File: config.mk
export PLATFORM = sky130hd
export DESIGN_NAME = usb_control_request_handler
export DESIGN_NICKNAME = d
export VERILOG_FILES = /design/src/rtl/ucrh_pkg.sv /design/src/rtl/ucrh_ram.sv /design/src/rtl/ucrh_search.sv /design/src/rtl/usb_control_request_handler.sv
export SDC_FILE = /design/constraint.sdc
export NUM_CORES = 1
export LEC_CHECK = 0
export BUFFER_PORTS_ARGS = -buffer_cell sky130_fd_sc_hd__buf_2
export CAP_MARGIN = 30
export CORE_MARGIN = 4
export CORE_UTILIZATION = 49
export DETAILED_ROUTE_END_ITERATION = 6
export PLACE_DENSITY_LB_ADDON = 0.12
export REMOVE_ABC_BUFFERS = 1
export SLEW_MARGIN = 20
export SYNTH_ARGS = -nofsm -noshare
export SYNTH_HDL_FRONTEND = slang
export SYNTH_SLANG_ARGS = --single-unit
File: constraint.sdc
create_clock -name clk -period 12 [get_ports clk]
set_input_delay 0 -clock clk [delete_from_list [all_inputs] [get_ports clk]]
set_output_delay 0 -clock clk [all_outputs]
set_load 0.005 [all_outputs]
File: src/rtl/ucrh_pkg.sv
`default_nettype none

package ucrh_pkg;

    localparam int TABLE_ENTRIES_DEF = 8;
    localparam int PACKET_BYTES_DEF  = 64;
    localparam int ENDPOINTS_DEF     = 4;

    // action codes of an input word
    localparam logic [2:0] ACT_SETUP     = 3'd0;
    localparam logic [2:0] ACT_BUS_RESET = 3'd1;
    localparam logic [2:0] ACT_IN_READY  = 3'd2;
    localparam logic [2:0] ACT_OUT_ABORT = 3'd3;
    localparam logic [2:0] ACT_LOAD      = 3'd4;

    // response codes of an output word
    localparam logic [2:0] RESP_STALL     = 3'd0;
    localparam logic [2:0] RESP_ACK       = 3'd1;
    localparam logic [2:0] RESP_MEM_DATA  = 3'd2;
    localparam logic [2:0] RESP_INLINE    = 3'd3;
    localparam logic [2:0] RESP_SET_ADDR  = 3'd4;
    localparam logic [2:0] RESP_CONFIGURE = 3'd5;
    localparam logic [2:0] RESP_HALT      = 3'd6;
    localparam logic [2:0] RESP_UNHALT    = 3'd7;

    // standard request codes
    localparam logic [7:0] REQ_GET_STATUS        = 8'd0;
    localparam logic [7:0] REQ_CLEAR_FEATURE     = 8'd1;
    localparam logic [7:0] REQ_SET_FEATURE       = 8'd3;
    localparam logic [7:0] REQ_SET_ADDRESS       = 8'd5;
    localparam logic [7:0] REQ_DESC_READ         = 8'd6;
    localparam logic [7:0] REQ_GET_CONFIGURATION = 8'd8;
    localparam logic [7:0] REQ_SET_CONFIGURATION = 8'd9;

    // request types
    localparam logic [7:0] RT_DEV_OUT = 8'h00;
    localparam logic [7:0] RT_DEV_IN  = 8'h80;
    localparam logic [7:0] RT_EP_OUT  = 8'h02;
    localparam logic [7:0] RT_EP_IN   = 8'h82;

    typedef struct packed {
        logic [2:0]  action;
        logic [7:0]  request_type;
        logic [7:0]  request_code;
        logic [15:0] value_word;
        logic [15:0] index_word;
        logic [15:0] length_word;
        logic [2:0]  slot;
        logic [15:0] desc_base;
        logic [7:0]  desc_size;
    } in_word_t;

    typedef struct packed {
        logic [2:0]  response;
        logic [15:0] mem_addr;
        logic [6:0]  byte_count;
        logic [15:0] inline_data;
        logic [6:0]  device_address;
        logic [7:0]  config_value;
        logic [2:0]  endpoint_num;
        logic        last;
    } out_word_t;

    typedef struct packed {
        logic [15:0] key_value;
        logic [15:0] key_index;
        logic [15:0] base;
        logic [7:0]  size;
    } entry_t;

    typedef struct packed {
        logic        start;
        logic [15:0] key_value;
        logic [15:0] key_index;
    } search_req_t;

    typedef struct packed {
        logic        done;
        logic        hit;
        logic [15:0] base;
        logic [7:0]  size;
    } search_res_t;

endpackage

`default_nettype wire

File: src/rtl/ucrh_ram.sv
`default_nettype none

module ucrh_ram #(
    parameter int WIDTH  = 8,
    parameter int DEPTH  = 8,
    parameter int ADDR_W = (DEPTH > 1) ? $clog2(DEPTH) : 1
) (
    input  wire logic              clk,
    input  wire logic              we,
    input  wire logic [ADDR_W-1:0] waddr,
    input  wire logic [WIDTH-1:0]  wdata,
    input  wire logic [ADDR_W-1:0] raddr,
    output logic      [WIDTH-1:0]  rdata
);

    logic [WIDTH-1:0] mem [DEPTH];

    always_ff @(posedge clk)
    begin
        if (we)
        begin
            mem[waddr] <= wdata;
        end
        rdata <= mem[raddr];
    end

endmodule

`default_nettype wire

File: src/rtl/ucrh_search.sv
`default_nettype none

module ucrh_search #(
    parameter int TABLE_ENTRIES = ucrh_pkg::TABLE_ENTRIES_DEF,
    parameter int ADDR_W        = (TABLE_ENTRIES > 1) ? $clog2(TABLE_ENTRIES) : 1,
    parameter int CNT_W         = $clog2(TABLE_ENTRIES + 1)
) (
    input  wire logic                   clk,
    input  wire logic                   rst_n,
    input  wire logic [CNT_W-1:0]       count,
    input  wire ucrh_pkg::search_req_t  req,
    output logic      [ADDR_W-1:0]      rd_addr,
    input  wire ucrh_pkg::entry_t       rd_data,
    output ucrh_pkg::search_res_t       res
);

    typedef enum logic [1:0] {S_IDLE, S_FETCH, S_CHECK} state_t;

    state_t                state_reg, state_next;
    logic [CNT_W-1:0]      idx_reg, idx_next;
    logic [CNT_W-1:0]      idx_inc;
    logic [15:0]           kval_reg, kval_next;
    logic [15:0]           kidx_reg, kidx_next;
    ucrh_pkg::search_res_t res_reg, res_next;

    assign idx_inc = idx_reg + CNT_W'(1);
    assign rd_addr = idx_reg[ADDR_W-1:0];
    assign res     = res_reg;

    always_comb
    begin
        state_next    = state_reg;
        idx_next      = idx_reg;
        kval_next     = kval_reg;
        kidx_next     = kidx_reg;
        res_next      = res_reg;
        res_next.done = 1'b0;
        unique case (state_reg)
            S_IDLE:
            begin
                if (req.start)
                begin
                    kval_next = req.key_value;
                    kidx_next = req.key_index;
                    idx_next  = '0;
                    if (count == '0)
                    begin
                        res_next.done = 1'b1;
                        res_next.hit  = 1'b0;
                    end
                    else
                    begin
                        state_next = S_FETCH;
                    end
                end
            end
            S_FETCH:
            begin
                state_next = S_CHECK;
            end
            S_CHECK:
            begin
                // shared key compare on the entry read last cycle
                if (rd_data.key_value == kval_reg && rd_data.key_index == kidx_reg)
                begin
                    res_next.done = 1'b1;
                    res_next.hit  = 1'b1;
                    res_next.base = rd_data.base;
                    res_next.size = rd_data.size;
                    state_next    = S_IDLE;
                end
                else if (idx_inc == count)
                begin
                    res_next.done = 1'b1;
                    res_next.hit  = 1'b0;
                    state_next    = S_IDLE;
                end
                else
                begin
                    idx_next   = idx_inc;
                    state_next = S_FETCH;
                end
            end
            default:
            begin
                state_next = S_IDLE;
            end
        endcase
    end

    always_ff @(posedge clk or negedge rst_n)
    begin
        if (!rst_n)
        begin
            state_reg <= S_IDLE;
            idx_reg   <= '0;
            kval_reg  <= '0;
            kidx_reg  <= '0;
            res_reg   <= '0;
        end
        else
        begin
            state_reg <= state_next;
            idx_reg   <= idx_next;
            kval_reg  <= kval_next;
            kidx_reg  <= kidx_next;
            res_reg   <= res_next;
        end
    end

endmodule

`default_nettype wire

File: src/rtl/usb_control_request_handler.sv
// Standard request handler for the USB control endpoint. One input word is taken at a time;
// in_ready is low while a word is being worked on, and also while a finished result is waiting
// and not being taken. Bus reset, OUT abort, table loads and all setup requests other than a
// descriptor request are handled as the word is taken, and an IN ready with a transfer in
// flight goes through the packet state. A descriptor request walks the descriptor table
// through its RAM (one write port, one read port), fetching and then checking one entry at a
// time. On a hit the search stops at the first matching entry and the first data packet
// follows; on a miss a stall follows once all entries are searched (descriptor_count, at
// most the table size). Table entries read before being loaded give unspecified results.
`default_nettype none

module usb_control_request_handler #(
    parameter int TABLE_ENTRIES = ucrh_pkg::TABLE_ENTRIES_DEF,
    parameter int PACKET_BYTES  = ucrh_pkg::PACKET_BYTES_DEF,
    parameter int ENDPOINTS     = ucrh_pkg::ENDPOINTS_DEF
) (
    input  wire logic                clk,
    input  wire logic                rst_n,
    input  wire logic                cfg_write_en,
    input  wire logic [3:0]          cfg_write_data,
    input  wire logic                in_valid,
    output logic                     in_ready,
    input  wire ucrh_pkg::in_word_t  in_data,
    output logic                     out_valid,
    input  wire logic                out_ready,
    output ucrh_pkg::out_word_t      out_data
);

    localparam int         AddrW    = (TABLE_ENTRIES > 1) ? $clog2(TABLE_ENTRIES) : 1;
    localparam int         CntW     = $clog2(TABLE_ENTRIES + 1);
    localparam logic [7:0] PktBytes = 8'(PACKET_BYTES);
    localparam logic [6:0] EpMax    = 7'(ENDPOINTS);

    typedef enum logic [1:0] {ST_IDLE, ST_SEARCH, ST_PACKET} state_t;

    state_t              state_reg, state_next;
    logic [3:0]          desc_count_reg;
    logic [7:0]          config_reg, config_next;
    logic [ENDPOINTS-1:0] halt_reg, halt_next;
    logic                xfer_active_reg, xfer_active_next;
    logic [7:0]          xfer_rem_reg, xfer_rem_next;
    logic [15:0]         xfer_addr_reg, xfer_addr_next;
    logic [7:0]          len_reg, len_next;
    logic                out_valid_reg, out_valid_next;
    ucrh_pkg::out_word_t out_data_reg, out_data_next;

    logic                accept;
    logic [CntW-1:0]     search_count;
    logic [6:0]          ep;
    logic [6:0]          ep_m1;
    logic                ep_ok;
    logic [ENDPOINTS-1:0] ep_mask;
    logic                ram_we;
    logic [AddrW-1:0]    ram_waddr;
    logic [AddrW-1:0]    ram_raddr;
    ucrh_pkg::entry_t    ram_wdata;
    ucrh_pkg::entry_t    ram_rdata;
    ucrh_pkg::search_req_t srch_req;
    ucrh_pkg::search_res_t srch_res;
    logic [7:0]          pkt_n;
    logic [7:0]          pkt_rem;
    logic                pkt_more;
    logic [7:0]          desc_len;

    assign in_ready  = (state_reg == ST_IDLE) && (!out_valid_reg || out_ready);
    assign accept    = in_valid && in_ready;
    assign out_valid = out_valid_reg;
    assign out_data  = out_data_reg;

    always_comb
    begin
        if (32'(desc_count_reg) > TABLE_ENTRIES)
        begin
            search_count = CntW'(TABLE_ENTRIES);
        end
        else
        begin
            search_count = CntW'(desc_count_reg);
        end
    end

    assign ep      = in_data.index_word[6:0];
    assign ep_m1   = ep - 7'd1;
    assign ep_ok   = (ep != 7'd0) && (ep <= EpMax);
    assign ep_mask = ENDPOINTS'(1) << ep_m1;

    // descriptor table writes
    assign ram_we    = accept && (in_data.action == ucrh_pkg::ACT_LOAD)
                       && (32'(in_data.slot) < TABLE_ENTRIES);
    assign ram_waddr = AddrW'(in_data.slot);
    assign ram_wdata.key_value = in_data.value_word;
    assign ram_wdata.key_index = in_data.index_word;
    assign ram_wdata.base      = in_data.desc_base;
    assign ram_wdata.size      = in_data.desc_size;

    assign srch_req.start     = accept && (in_data.action == ucrh_pkg::ACT_SETUP)
                                && (in_data.request_code == ucrh_pkg::REQ_DESC_READ);
    assign srch_req.key_value = in_data.value_word;
    assign srch_req.key_index = in_data.index_word;

    ucrh_ram #(
        .WIDTH  ($bits(ucrh_pkg::entry_t)),
        .DEPTH  (TABLE_ENTRIES),
        .ADDR_W (AddrW)
    ) u_table (
        .clk   (clk),
        .we    (ram_we),
        .waddr (ram_waddr),
        .wdata (ram_wdata),
        .raddr (ram_raddr),
        .rdata (ram_rdata)
    );

    ucrh_search #(
        .TABLE_ENTRIES (TABLE_ENTRIES),
        .ADDR_W        (AddrW),
        .CNT_W         (CntW)
    ) u_search (
        .clk     (clk),
        .rst_n   (rst_n),
        .count   (search_count),
        .req     (srch_req),
        .rd_addr (ram_raddr),
        .rd_data (ram_rdata),
        .res     (srch_res)
    );

    // next packet of the transfer in flight
    assign pkt_n    = (xfer_rem_reg < PktBytes) ? xfer_rem_reg : PktBytes;
    assign pkt_rem  = xfer_rem_reg - pkt_n;
    assign pkt_more = (pkt_rem != 8'd0) || (pkt_n == PktBytes);
    assign desc_len = (len_reg < srch_res.size) ? len_reg : srch_res.size;

    always_comb
    begin
        state_next       = state_reg;
        config_next      = config_reg;
        halt_next        = halt_reg;
        xfer_active_next = xfer_active_reg;
        xfer_rem_next    = xfer_rem_reg;
        xfer_addr_next   = xfer_addr_reg;
        len_next         = len_reg;
        out_valid_next   = out_valid_reg && !out_ready;
        out_data_next    = out_data_reg;
        unique case (state_reg)
            ST_IDLE:
            begin
                if (accept)
                begin
                    unique case (in_data.action)
                        ucrh_pkg::ACT_SETUP:
                        begin
                            xfer_active_next = 1'b0;
                            xfer_rem_next    = '0;
                            xfer_addr_next   = '0;
                            out_data_next    = '0;
                            priority if (in_data.request_code ==
                                         ucrh_pkg::REQ_DESC_READ)
                            begin
                                // wLength clamped to one byte
                                len_next   = (in_data.length_word[15:8] != 8'd0) ?
                                             8'hFF : in_data.length_word[7:0];
                                state_next = ST_SEARCH;
                            end
                            else if (in_data.request_code == ucrh_pkg::REQ_SET_ADDRESS)
                            begin
                                out_valid_next               = 1'b1;
                                out_data_next.response       = ucrh_pkg::RESP_SET_ADDR;
                                out_data_next.device_address = in_data.value_word[6:0];
                            end
                            else if (in_data.request_code == ucrh_pkg::REQ_SET_CONFIGURATION
                                     && in_data.request_type == ucrh_pkg::RT_DEV_OUT)
                            begin
                                config_next                = in_data.value_word[7:0];
                                halt_next                  = '0;
                                out_valid_next             = 1'b1;
                                out_data_next.response     = ucrh_pkg::RESP_CONFIGURE;
                                out_data_next.config_value = in_data.value_word[7:0];
                            end
                            else if (in_data.request_code == ucrh_pkg::REQ_GET_CONFIGURATION
                                     && in_data.request_type == ucrh_pkg::RT_DEV_IN)
                            begin
                                out_valid_next            = 1'b1;
                                out_data_next.response    = ucrh_pkg::RESP_INLINE;
                                out_data_next.byte_count  = 7'd1;
                                out_data_next.inline_data = {8'h00, config_reg};
                                out_data_next.last        = 1'b1;
                            end
                            else if (in_data.request_code == ucrh_pkg::REQ_GET_STATUS)
                            begin
                                out_valid_next            = 1'b1;
                                out_data_next.response    = ucrh_pkg::RESP_INLINE;
                                out_data_next.byte_count  = 7'd2;
                                out_data_next.inline_data = {15'd0,
                                    (in_data.request_type == ucrh_pkg::RT_EP_IN) && ep_ok
                                    && ((halt_reg & ep_mask) != '0)};
                                out_data_next.last        = 1'b1;
                            end
                            else if ((in_data.request_code == ucrh_pkg::REQ_SET_FEATURE
                                      || in_data.request_code == ucrh_pkg::REQ_CLEAR_FEATURE)
                                     && in_data.request_type == ucrh_pkg::RT_EP_OUT
                                     && in_data.value_word == 16'd0 && ep_ok)
                            begin
                                out_valid_next             = 1'b1;
                                out_data_next.endpoint_num = ep[2:0];
                                if (in_data.request_code == ucrh_pkg::REQ_SET_FEATURE)
                                begin
                                    halt_next              = halt_reg | ep_mask;
                                    out_data_next.response = ucrh_pkg::RESP_HALT;
                                end
                                else
                                begin
                                    halt_next              = halt_reg & ~ep_mask;
                                    out_data_next.response = ucrh_pkg::RESP_UNHALT;
                                end
                            end
                            else
                            begin
                                out_valid_next         = 1'b1;
                                out_data_next.response = ucrh_pkg::RESP_STALL;
                            end
                        end
                        ucrh_pkg::ACT_BUS_RESET:
                        begin
                            config_next      = '0;
                            halt_next        = '0;
                            xfer_active_next = 1'b0;
                            xfer_rem_next    = '0;
                            xfer_addr_next   = '0;
                        end
                        ucrh_pkg::ACT_IN_READY:
                        begin
                            if (xfer_active_reg)
                            begin
                                state_next = ST_PACKET;
                            end
                        end
                        ucrh_pkg::ACT_OUT_ABORT:
                        begin
                            xfer_active_next = 1'b0;
                            xfer_rem_next    = '0;
                            xfer_addr_next   = '0;
                        end
                        default:
                        begin
                            // table loads go straight to the RAM, other codes are ignored
                        end
                    endcase
                end
            end
            ST_SEARCH:
            begin
                if (srch_res.done)
                begin
                    if (srch_res.hit)
                    begin
                        xfer_active_next = 1'b1;
                        xfer_rem_next    = desc_len;
                        xfer_addr_next   = srch_res.base;
                        state_next       = ST_PACKET;
                    end
                    else
                    begin
                        out_valid_next         = 1'b1;
                        out_data_next          = '0;
                        out_data_next.response = ucrh_pkg::RESP_STALL;
                        state_next             = ST_IDLE;
                    end
                end
            end
            ST_PACKET:
            begin
                out_valid_next           = 1'b1;
                out_data_next            = '0;
                out_data_next.response   = ucrh_pkg::RESP_MEM_DATA;
                out_data_next.mem_addr   = xfer_addr_reg;
                out_data_next.byte_count = pkt_n[6:0];
                out_data_next.last       = !pkt_more;
                xfer_rem_next            = pkt_rem;
                xfer_addr_next           = xfer_addr_reg + {8'd0, pkt_n};
                xfer_active_next         = pkt_more;
                state_next               = ST_IDLE;
            end
            default:
            begin
                state_next = ST_IDLE;
            end
        endcase
    end

    always_ff @(posedge clk or negedge rst_n)
    begin
        if (!rst_n)
        begin
            state_reg       <= ST_IDLE;
            desc_count_reg  <= '0;
            config_reg      <= '0;
            halt_reg        <= '0;
            xfer_active_reg <= 1'b0;
            xfer_rem_reg    <= '0;
            xfer_addr_reg   <= '0;
            len_reg         <= '0;
            out_valid_reg   <= 1'b0;
            out_data_reg    <= '0;
        end
        else
        begin
            if (cfg_write_en)
            begin
                desc_count_reg <= cfg_write_data;
            end
            state_reg       <= state_next;
            config_reg      <= config_next;
            halt_reg        <= halt_next;
            xfer_active_reg <= xfer_active_next;
            xfer_rem_reg    <= xfer_rem_next;
            xfer_addr_reg   <= xfer_addr_next;
            len_reg         <= len_next;
            out_valid_reg   <= out_valid_next;
            out_data_reg    <= out_data_next;
        end
    end

`ifndef SYNTHESIS
    // the search unit only answers a lookup the sequencer is waiting for
    a_search_done_in_search: assert property (@(posedge clk) disable iff (!rst_n)
        srch_res.done |-> state_reg == ST_SEARCH)
        else $error("search result outside of a descriptor lookup");

    // a data packet that is not the last leaves a transfer in flight
    a_more_keeps_transfer: assert property (@(posedge clk) disable iff (!rst_n)
        out_valid_reg && out_data_reg.response == ucrh_pkg::RESP_MEM_DATA
        && !out_data_reg.last |-> xfer_active_reg)
        else $error("non-final packet without an active transfer");

    // a packet never exceeds the control endpoint size
    a_packet_size: assert property (@(posedge clk) disable iff (!rst_n)
        out_valid_reg && out_data_reg.response == ucrh_pkg::RESP_MEM_DATA
        |-> 32'(out_data_reg.byte_count) <= PACKET_BYTES)
        else $error("data packet larger than the control size");
`endif

endmodule

`default_nettype wire
# Word-level counts from Yosys, hierarchy flattened
# Memories as Yosys holds them, arrays and structs flattened. A register that Yosys moved wholly into a read port is not among the register bits.
# Index checks and enable logic that the tools add are counted.
# W data, S select, Z words.
# totals
mem_count	1
ram_bits	448
wordCells	214
out_inout_bits	63
latchBits	0
register_bits	177
mem_bits_ro	0
# op_classes
n_eq_ne	42
n_reduce_logical	47
order_cmp	4
n_addsub	4
bitwise_logic	4
n_shift	1
n_mul	0
div_mod_pow	0
muxes	86
# mem_list
name	depth	width	rd	rd_ports_with_merged_regs	write_ports	line_no	rtl
u_table.mem	8	56	1	1	1	ucrh_ram.sv:16	logic [WIDTH-1:0] mem [DEPTH];
# ops
operator	n
$mux W61	4
$pmux W61 S3	1
$mux W8	11
$mux W18	4
$mux W16	4
$mux W4	12
$pmux W16 S3	1
$mux W37	1
$eq A16 B16 Y1	2
$mux W3	9
$pmux W8 S3	1
$mux W2	11
$ne A2 B2 Y1 const B	9
$add A16 B8 Y16	1
$eq A8 B2 Y1 const B	2
$eq A8 B3 Y1 const B	2
$eq A8 B4 Y1 const B	2
$eq A8 B8 Y1 const B	2
$logic_not A16 Y1	1
$logic_not A8 Y1	2
$mux W1	16
$pmux W4 S2	2
$pmux W8 S2	1
$reduce_bool A8 Y1	2
44 further kinds	85

# Longest topological paths before layout
# logic_depth
depth_word	14
mapped_depth	12

# Hierarchy
# Synthesis repeated with hierarchy kept, for this count alone.
# unflattened
hier_cells	1574
area_unflattened_um2	26945.8
# by_module_without_submodules
mod	n_inst	seq_area_each_um2	area_each_um2	cells_per_inst
ucrh_ram	1	14574.0	17974.7	716
usb_control_request_handler	1	2627.5	6070.8	648
ucrh_search	1	1601.5	2900.3	210

# Worst setup path before layout
# No wires, ideal clock.
# synth_path
path_kind	reg-to-reg
start	register state_reg[0]
end	memory u_table.mem[5][0] (netlist name), enable pin
synth_period_minus_slack_ps	5829
path_stages_with_launch	7
arrival_ps	5279
path_slack_ps	6171
cell_sequence	dfrtp_1 > inv_1 > ha_1 > buf_2 > and3_1 > nand4_1 > nor3b_1
# synth_between
elab_chain_cells	6
# synth_rtl
item	line_no	rtl
start, declared	usb_control_request_handler.sv:36	state_t state_reg, state_next;
start signal, assigned	usb_control_request_handler.sv:312	state_reg <= state_next;
$logic_not A2 Y1	usb_control_request_handler.sv:65	assign in_ready = (state_reg == ST_IDLE) && (!out_valid_reg || out_ready);
$logic_and A1 B1 Y1	usb_control_request_handler.sv:65	
$logic_and A1 B1 Y1	usb_control_request_handler.sv:66	assign accept = in_valid && in_ready;
$logic_and A1 B1 Y1	usb_control_request_handler.sv:88	assign ram_we = accept && (in_data.action == ucrh_pkg::ACT_LOAD)
$mux W1	ucrh_ram.sv:20	if (we)
$mux W1 (not written as such)	ucrh_ram.sv:22	mem[waddr] <= wdata;
end, declared	ucrh_ram.sv:16	
# Every way passes these cells.

# Worst setup path after layout
# layout_path
start	register xfer_rem_reg[7]
end	register xfer_addr_reg[10]
# layout_between
elab_chain_cells	4
# layout_rtl
item	line_no	rtl
start, declared	usb_control_request_handler.sv:41	logic [7:0] xfer_rem_reg, xfer_rem_next;
start signal, assigned	usb_control_request_handler.sv:316	xfer_rem_reg <= xfer_rem_next;
$lt A8 B7 Y1	usb_control_request_handler.sv:129	assign pkt_n = (xfer_rem_reg < PktBytes) ? xfer_rem_reg : PktBytes;
$mux W8 *	usb_control_request_handler.sv:129	
$add A16 B8 Y16 *	usb_control_request_handler.sv:280	xfer_addr_next = xfer_addr_reg + {8'd0, pkt_n};
$pmux W16 S3 *	usb_control_request_handler.sv:145	unique case (state_reg)
end signal, assigned	usb_control_request_handler.sv:317	xfer_addr_reg <= xfer_addr_next;
end, declared	usb_control_request_handler.sv:42	logic [15:0] xfer_addr_reg, xfer_addr_next;
# Mark *: on every way between the ends. The rest lies on a longest branch, timed or not.
# A chain may end at the register's enable or synchronous reset.

==> metrics.md <==
| Metric | Value |
|---|---|
| Most common cell after layout, fill and taps aside | `edfxtp_1` |
| Nets | `roughly 2000` |
| First-pass GRT wire length | `96010 um` |
| Initial DRC count | `1135` |
| CTS max path bufs | `3` |
| CP peak stage delay | `0.62 ns` |
| CTS Buf Count | `71` |
| Routed wire per std cell | `23.67 um` |
| CP Launch Type | `flop` |
| Leakage power | `11.71 nW` |
| Worst EP required | `12.47 ns` |
| Post-Syn Instances | `1643` |
| Fin. Hold Viols | `0` |
| Cell Chain, Critical Path | `nor2_1 > buf_4 > and2_1 > ha_1 > fa_1 > a21o_1 > a21o_1 > a2111oi_0 > nor3_1 > a32o_1 > a32o_1` |
| Commonest non-fill, non-tap cells in the layout | `edfxtp_1 (448), nand2_1 (209), dfrtp_1 (166), buf_2 (156), mux4_2 (113)` |
| Slew Viols, Final | `0` |
| GP Congestion | `0.8883` |
| Worst path arrival time | `3.80 ns` |
| Crit path buffers/inverters | `1` |
| Hold WS | `about 0.038 ns` |
| Via/cell ratio | `5.711` |
| CP endpoint kind | `flop` |
| DRC Markers | `0` |
| Final ANT Viol Nets | `0` |
| Max-slew headroom | `37.99%` |
| Area Overhead vs Synth | `17.55%` |
| Syn. warnings | `0` |
| Flops & latches, synth | `673` |
| Worst path slowest cell | `a2111oi_0` |
| Vias | `15173` |
| Placeable Area | `53920 um2` |
| Die area | `58410 um2` |
| Io pins | `166` |
| Max reg flops | `448` |
| Tcrit/Tclk final | `27.76%` |
| Total gr overflow | `0` |
| Number of synthesized flops with an enable pin | `~450` |
| Critical path class | `flop to flop` |
| FP Rows | `85` |
| Run status | `completed` |
| Vias in the first global route | `15340` |
| Synth Area in Simple Gates | `under 10%` |
| Post-synthesis mux area share | `13.04%` |
| Htree depth | `3` |
| Hold Crit Class | `input port to flop` |
| CP Max Fanout | `13` |
| Buffers on Ports | `about 160` |
| Yosys cell types | `a little over 80` |
| Largest family of logic cells by synthesized area | `multiplexers` |
| Skew-Pair Late Insertion Delay | `0.60 ns` |
| Post-synthesis compound-gate area fraction | `5.298%` |
| RSZ-0062 raised after global routing | `no` |
| Register area share after synthesis | `70.27%` |
| Maxcap violations | `0` |
| Finish-stage setup viols | `0` |
| Pin count of the biggest net entering global routing | `112` |
| Synth Area in Adders | `between 1 and 1.5%` |
| Initial Util | `49.63%` |
| Avg Cell Area, Syn | `about 16 um2` |
| Share of layout cells above drive strength 1 | `approximately a quarter` |
| Setup Skew | `0.01772 ns` |
| Netlist Area Pre-Place | `26760 um2` |
| Tmin final | `3.331 ns` |
| Gr usage total | `21.40%` |
| Upper clock frequency limit | `0.3002 GHz` |
| Post-CTS Setup Bufs | `0` |
| Synth Area in XOR/XNOR | `1.361%` |
| Initial antenna violation count | `1` |
| Worst-path clk slew | `0.06 ns` |
| CP delay by family, top | `compound AO/OA/AOI/OAI gates` |
| CTS Sinks | `673` |
| CTS tree | `done` |
| Die Y | `around 240 um` |
| DP HPWL | `37530 um` |
| Setup_tns | `0 ns` |
| Pre-antenna DRT Iters | `5` |
| Async S/R FF share, synth | `25.11%` |
| Die X | `241.7 um` |
| PD cells | `197.9 nW/um2` |
| Clk root buf | `clkbuf_16` |
| Slew of the pin with the lowest slew margin | `0.9301 ns` |
| Final WL | `62880 um` |
| Ys flop type | `edfxtp_1` |
| Peak VDD IR | `0.0001236 V` |
-- Yosys cell counts, types with 6 or more instances --
library cell	number	area, um2
a211oi_1	6	45.04
mux4_2	113	2545
nor3_1	14	70.07
nor2_1	51	191.4
o211ai_1	14	105.1
a21oi_1	22	110.1
xnor2_1	34	297.8
or3_1	6	37.54
nand2b_1	10	62.56
clkbuf_1	42	157.7
dfxtp_1	56	1121
nand3_1	19	95.09
mux2_2	82	923.4
nand3b_1	9	67.56
inv_1	25	93.84
edfxtp_1	448	13450
buf_1	12	45.04
nor3b_1	6	45.04
nand4_1	23	143.9
nor4_1	11	68.82
ha_1	23	287.8
buf_2	19	95.09
o21ai_0	53	265.3
o22ai_1	7	43.79
buf_4	8	60.06
nand2_1	210	788.3
dfrtp_1	169	4229
and2_1	11	68.82
a22o_1	24	210.2
a22oi_1	9	67.56
a21o_1	9	67.56
-- cell families after synthesis --
group,after synthesis
multiplexers,197
flip-flops,673
adder cells (fa/ha/maj),24
XOR/XNOR,40
AO/OA/AOI/OAI,202
other,2
AND/OR/NAND/NOR,396
buffers and inverters,109
-- layer usage --
layer / GRT usage [%] / wire, um
met2: 33.36 / 29910
met4: 5.668 / 1096
met1: 31.28 / 28070
met3: 4.343 / 3811
met5: 0 / 0
-- metrics by stage --
stage          utilization (%)  total power [mW]  instances  setup slack (ns)  instance area, um2
2_1_floorplan                -             3.825       1568             5.531               26410
3_3_place_gp             52.49             4.113       2442             8.689               28300
3_5_place_dp             52.49             4.124       2442             8.645               28300
4_1_cts                  58.22             6.295       2653             8.592               31390
5_1_grt                  58.34             6.522       2657             8.461               31460
6_report                 58.34             6.225       2657             8.669               31460
-- path summary, 6_finish.rpt --
kind	start	endpoint	slack, ns	cells past startpoint
worst max-delay path	xfer_rem_reg[7]	xfer_addr_reg[10]	8.67	11
max in group asynchronous	rst_n	u_search.idx_reg[0]	10.71	4
worst min register to register	u_table.rdata[0]	u_search.res[0]	0.45	1
worst max register to register	xfer_rem_reg[7]	xfer_addr_reg[10]	8.67	11
worst min-delay path	in_data[37]	len_reg[6]	0.04	5
min in group asynchronous	rst_n	out_data[56]	0.06	2
-- tightest hold or removal path, stage by stage --
cell and delay, ns:
buf_2 0.07, nor4_1 0.03, nand2_1 0.27, nor2_1 0.07
a21oi_1 0.12
-- repair_timing --
| action | CTS | global route |
|---|---|---|
| hold endpoints to repair | 634 | 0 |
| hold buffers | 81 | 0 |
| setup endpoints to repair | 0 | 0 |
| gates resized for setup | 0 | 0 |
-- where the power goes --
part | total [mW] | internal, mW | switching (mW) | leakage [nW]
Sequential | 2.77 | 2.64 | 0.135 | 6.82
Combinational | 1.32 | 0.636 | 0.687 | 3.77
Clock | 2.13 | 1.26 | 0.868 | 1.12
Total | 6.23 | 4.54 | 1.69 | 11.7
-- final cells by class --
class / instances / area (um2)
inverters: 26 / 97.59
multi-input cells: 869 / 7557
well taps: 696 / 870.8
clock buffers: 106 / 2031
diodes: 1 / 2.502
repair buffers: 262 / 1838
clock inverters: 24 / 246.5
fillers: 4115 / 22470
flip-flops and latches: 673 / 18810
(Power assumes the default switching activity.)
